<file path="src/rtl/core/lcp_delay.sv">
// ----------------------------------------------------------------------------
// lcp_delay
// Enabled shift line that carries side data alongside the pipeline.
// ----------------------------------------------------------------------------
module lcp_delay #(
    parameter int W = 8,
    parameter int N = 4
) (
    input  logic         aclk,
    input  logic         aresetn,
    input  logic         en,
    input  logic [W-1:0] din,
    output logic [W-1:0] dout
);
    logic [W-1:0] tap_reg [N];

    // shift one place per enabled cycle
    always_ff @(posedge aclk) begin
        if (!aresetn) begin
            for (int i = 0; i < N; i++) tap_reg[i] <= '0;
        end else if (en) begin
            tap_reg[0] <= din;
            for (int i = 1; i < N; i++) tap_reg[i] <= tap_reg[i-1];
        end
    end

    assign dout = tap_reg[N-1];
endmodule

</file>
<file path="config.mk">
export PLATFORM = sky130hd
export DESIGN_NAME = lcp_delay
export DESIGN_NICKNAME = d
export VERILOG_FILES = /design/src/rtl/core/lcp_delay.sv
export SDC_FILE = /design/constraint.sdc
export NUM_CORES = 1
export LEC_CHECK = 0
export ABC_AREA = 1
export BUFFER_PORTS_ARGS = -buffer_cell sky130_fd_sc_hd__buf_2
export CAP_MARGIN = 0
export CORE_AREA = 5 5 55 67
export CTS_CLUSTER_DIAMETER = 200
export DETAILED_ROUTE_END_ITERATION = 6
export DIE_AREA = 0 0 60 72
export GPL_ROUTABILITY_DRIVEN = 1
export PLACE_DENSITY = 0.71
export REMOVE_ABC_BUFFERS = 1
export SYNTH_ARGS = -nofsm -noshare
export SYNTH_HDL_FRONTEND = slang
export SYNTH_SLANG_ARGS = --single-unit
</file>
<file path="constraint.sdc">
create_clock -name aclk -period 3.71 [get_ports aclk]
set_input_delay 0.9275 -clock aclk [delete_from_list [all_inputs] [get_ports aclk]]
set_output_delay 0.9275 -clock aclk [all_outputs]
set_load 0.005 [all_outputs]
</file>
---- After elaboration in Yosys (flattened, before gate mapping) ----
Memory sizes are Yosys's and may differ from the RTL's.
Cells that the tools add are included.
cells by class
  mux-type cells .......................... 8
  bitwise gates (word level) .............. 4
operators by type and width
  operator           number
  two-way mux 8 bit  4
  two-way mux 1 bit  4
  bitwise OR 1 bit   4
word-level totals
  register bits after elaboration ......... 0
  bits in writable memories ............... 32
  output and inout bits ................... 8
  logic and storage cells ................. 13
  memories kept ........................... 1
memory list
  memory   depth  width  read ports  clocked after Yosys merged registers in  wr ports  RTL line  text
  tap_reg  4      8      4           0                                        4         15        logic [W-1:0] tap_reg [N];

---- Logic depth before layout (Yosys ltp) ----
  depth in word-level cells ............... 4
  mapped depth ............................ 3
  mapped depth without buffers ............ 2

---- Least setup slack after synthesis ----
OpenSTA, ideal clock, no wires.
  path kind ............................... in2reg
  start point ............................. input port en
  end point ............................... memory tap_reg[0][0], enable pin
  data arrival time ....................... 1643 ps
  data required time ...................... 3320 ps
  slack ................................... 1678 ps
  stages on the path ...................... 2
  path buffers ............................ 0
  cells stage by stage .................... inv_1 nand2_1
RTL lines
  element          RTL line  text
  start, declared  11        input logic en,
  end, declared    15

==> summary.txt <==
STA
  – Fin crit share: 47.7%
  – Minimum hold slack: 0.554 ns
  – Final Max Tran Viols: 0
  – Skew final: 0.00616 ns
  – Least-Margin Pin Slew: 0.925 ns
  – Relative slew slack: 38.1%
  – RSZ-0062 raised after global routing: no
  – Post-Route Setup TNS: 0 ns
  – Final hold vios: 0
  – Setup Viol. Count Final: 0
  – FMAX: 565 MHz
  – Minimum clock period: 1.77 ns

Setup path
  – Crit-path max FO: 32
  – Crit-path max cell delay: 0.67 ns
  – CP bufs+invs: 1
  – Largest delay contributor family on the critical path: simple AND/OR/NAND/NOR gates
  – Crit. End Element: flip-flop
  – Worst-path cell chain: buf_2, nand2_2, nor2_1
  – Arrival time at the worst endpoint: 1.81 ns
  – CP Launch Type: input port
  – Critical path type: in2reg
  – Highest-delay cell along the critical path: nand2_2
  – WP data required: 3.75 ns

Global routing
  – Initial antenna violation count: 0
  – Global route total overflow: 0
  – Vias in the first global route: 646
  – Largest net degree at the start of global routing: 33
  – GRT Total Usage: 7.89%
  – First-pass GRT wire length: 2.41 mm

Final layout
  – Nets: 136
  – Layout cells sized above 1: 44.0%
  – Synth-to-layout area growth: 11.5%
  – Ant diodes: 0
  – Fill cells: 275
  – Largest register FFs: 32
  – Layout Cells excl Fill: 161
  – Cell area after layout: 1490 µm²

CTS
  – CTS Buffer Depth: 2
  – Clk_lat worst skew: 0.31 ns
  – Setup Fix Bufs, Post-CTS: 0
  – # hold bufs at CTS: 0
  – Clock sink total: 32
  – CTS tree: built
  – Post-CTS sizing: 0
  – CTS root buf: clkbuf_4
  – H-tree depth: 2
  – Num CTS Buffers: 5
  – Clock Pin Slew Worst Setup and Hold Paths: 0.09 ns

Die
  – Num ports: 19
  – Die Span Y: 72 µm
  – Std-Cell Rows: 22
  – Die area: 4320 µm²
  – CORE AREA: 2970 µm²
  – Initial Utilization: 45.0%
  – Die Span X: 60 µm

Drt
  – DRT Pass-1 Iters: 3
  – DRC: 0
  – Post-DRT Antenna Nets: 0
  – Routed wire per std cell: 9.02 µm
  – Vias per cell: 4.19
  – First DRT Iteration DRCs: 12
  – Routed vias: 674
  – DRT Wirelength: 1.45 mm

Logic synthesis
  – FFs w/ async S/R, synth: 0%
  – Sequential element share of the synthesized area: 71.8%
  – Ys flop type: edfxtp_1
  – Mapped Avg Cell Area: 13.1 µm²
  – Synth warn: 0
  – Mapped cell area: 1340 µm²
  – Post-synthesis mux area share: 0%
  – Seq cells post-synth: 32
  – Largest family of logic cells by synthesized area: simple AND/OR/NAND/NOR gates
  – Post-synthesis xor/xnor area fraction: 0%
  – EDFF count, synth: 32
  – Synth Area in Adders: 0%
  – Post-Synthesis Cells: 102
  – Commonest cells in the netlist: inv_1 (33), edfxtp_1 (32), nor2_2 (27)
  – Ranking of synthesized cells by area: edfxtp_1 (72%), nor2_2 (13%), inv_1 (9.3%)
  – Compound-gate portion of the synthesized area: 0%
  – Most common cell in the synthesized netlist: inv_1
  – Synth Area in Simple Gates: 16.4%
  – Synth area leader: edfxtp_1
  – Top cell type's share of synthesized area: 71.8%
  – Synth cell types: 8

Place
  – Number of port buffers: 18
  – Placed Cells: 154
  – DP Area: 1450 µm²
  – RePlAce Congestion: 0.576
  – DP HPWL: 992 µm

Power and ir drop
  – Overall power: 0.640 mW
  – Pleak: 0.630 nW
  – Power Dens Cells: 429 nW/µm²
  – VDD IR max: 0.287 mV

Min path
  – Min-delay worst type: reg2reg

Run
  – Max-cap violations: 0

Run status
  – Status: finished, final reports clean
[power breakdown]
part / switching, mW / internal, mW / total, mW
combinational: 0.0302 / 0.0166 / 0.0468
sequential: 0.00540 / 0.422 / 0.428
clock: 0.100 / 0.0660 / 0.166
[path summary, 6_finish.rpt]
kind	from	end	slack [ns]	cells past startpoint
setup reg to reg	tap_reg[1][6]$_SDFFCE_PN0P_	tap_reg[2][6]$_SDFFCE_PN0P_	2.93	2
hold / removal	tap_reg[0][7]$_SDFFCE_PN0P_	tap_reg[1][7]$_SDFFCE_PN0P_	0.55	2
setup / recovery	aresetn	tap_reg[3][3]$_SDFFCE_PN0P_	1.94	3
hold reg to reg	tap_reg[0][7]$_SDFFCE_PN0P_	tap_reg[1][7]$_SDFFCE_PN0P_	0.55	2
[routing by layer]
layer | track usage (%) | up-vias | part of all wire [%]
met2 | 13.8 | 23 | 53
met3 | 2.67 | 5 | 8.7
met4 | 8.13 | 0 | 3.4
li1 | - | 349 | -
met5 | 0 | - | 0
met1 | 6.16 | 297 | 35
[area by class of cell]
class | instances | area, µm² | area share, %
Timing Repair Buffer | 19 | 97.6 | 6.54
Sequential cell | 32 | 961 | 64.4
Clock inverter | 2 | 7.51 | 0.503
Multi-Input combinational cell | 34 | 220 | 14.8
Inverter | 33 | 124 | 8.30
Tap cell | 36 | 45.0 | 3.02
Clock buffer | 5 | 37.5 | 2.51
[worst register-to-register path, stage by stage, from the launching register on]
cell and delay, ns:
edfxtp_1 0.38, inv_1 0.10, nor2_4 0.04
[stage by stage]
stage | util, % | setup WS, ns
after global placement | 48.7 | 1.64
final | 50.2 | 1.94
after floorplan | - | 1.68
after detailed placement | 48.7 | 1.58
after global routing | 50.2 | 1.88
after CTS | 50.2 | 1.93
[cell usage in the layout, fill, tap and decap left out]
cell and count:
clkinv_1 2, nor2_2 27, buf_2 18, nor2_1 2, nand2_1 1, nor2_4 3, buf_4 1, clkbuf_4 5
inv_1 33, edfxtp_1 32, nand2_2 1
[logic make-up after synthesis]
family,Yosys count
AND/OR/NAND/NOR,34
flip-flops,32
buffers and inverters,36
No activity file was read; power rests on OpenSTA's default activity.
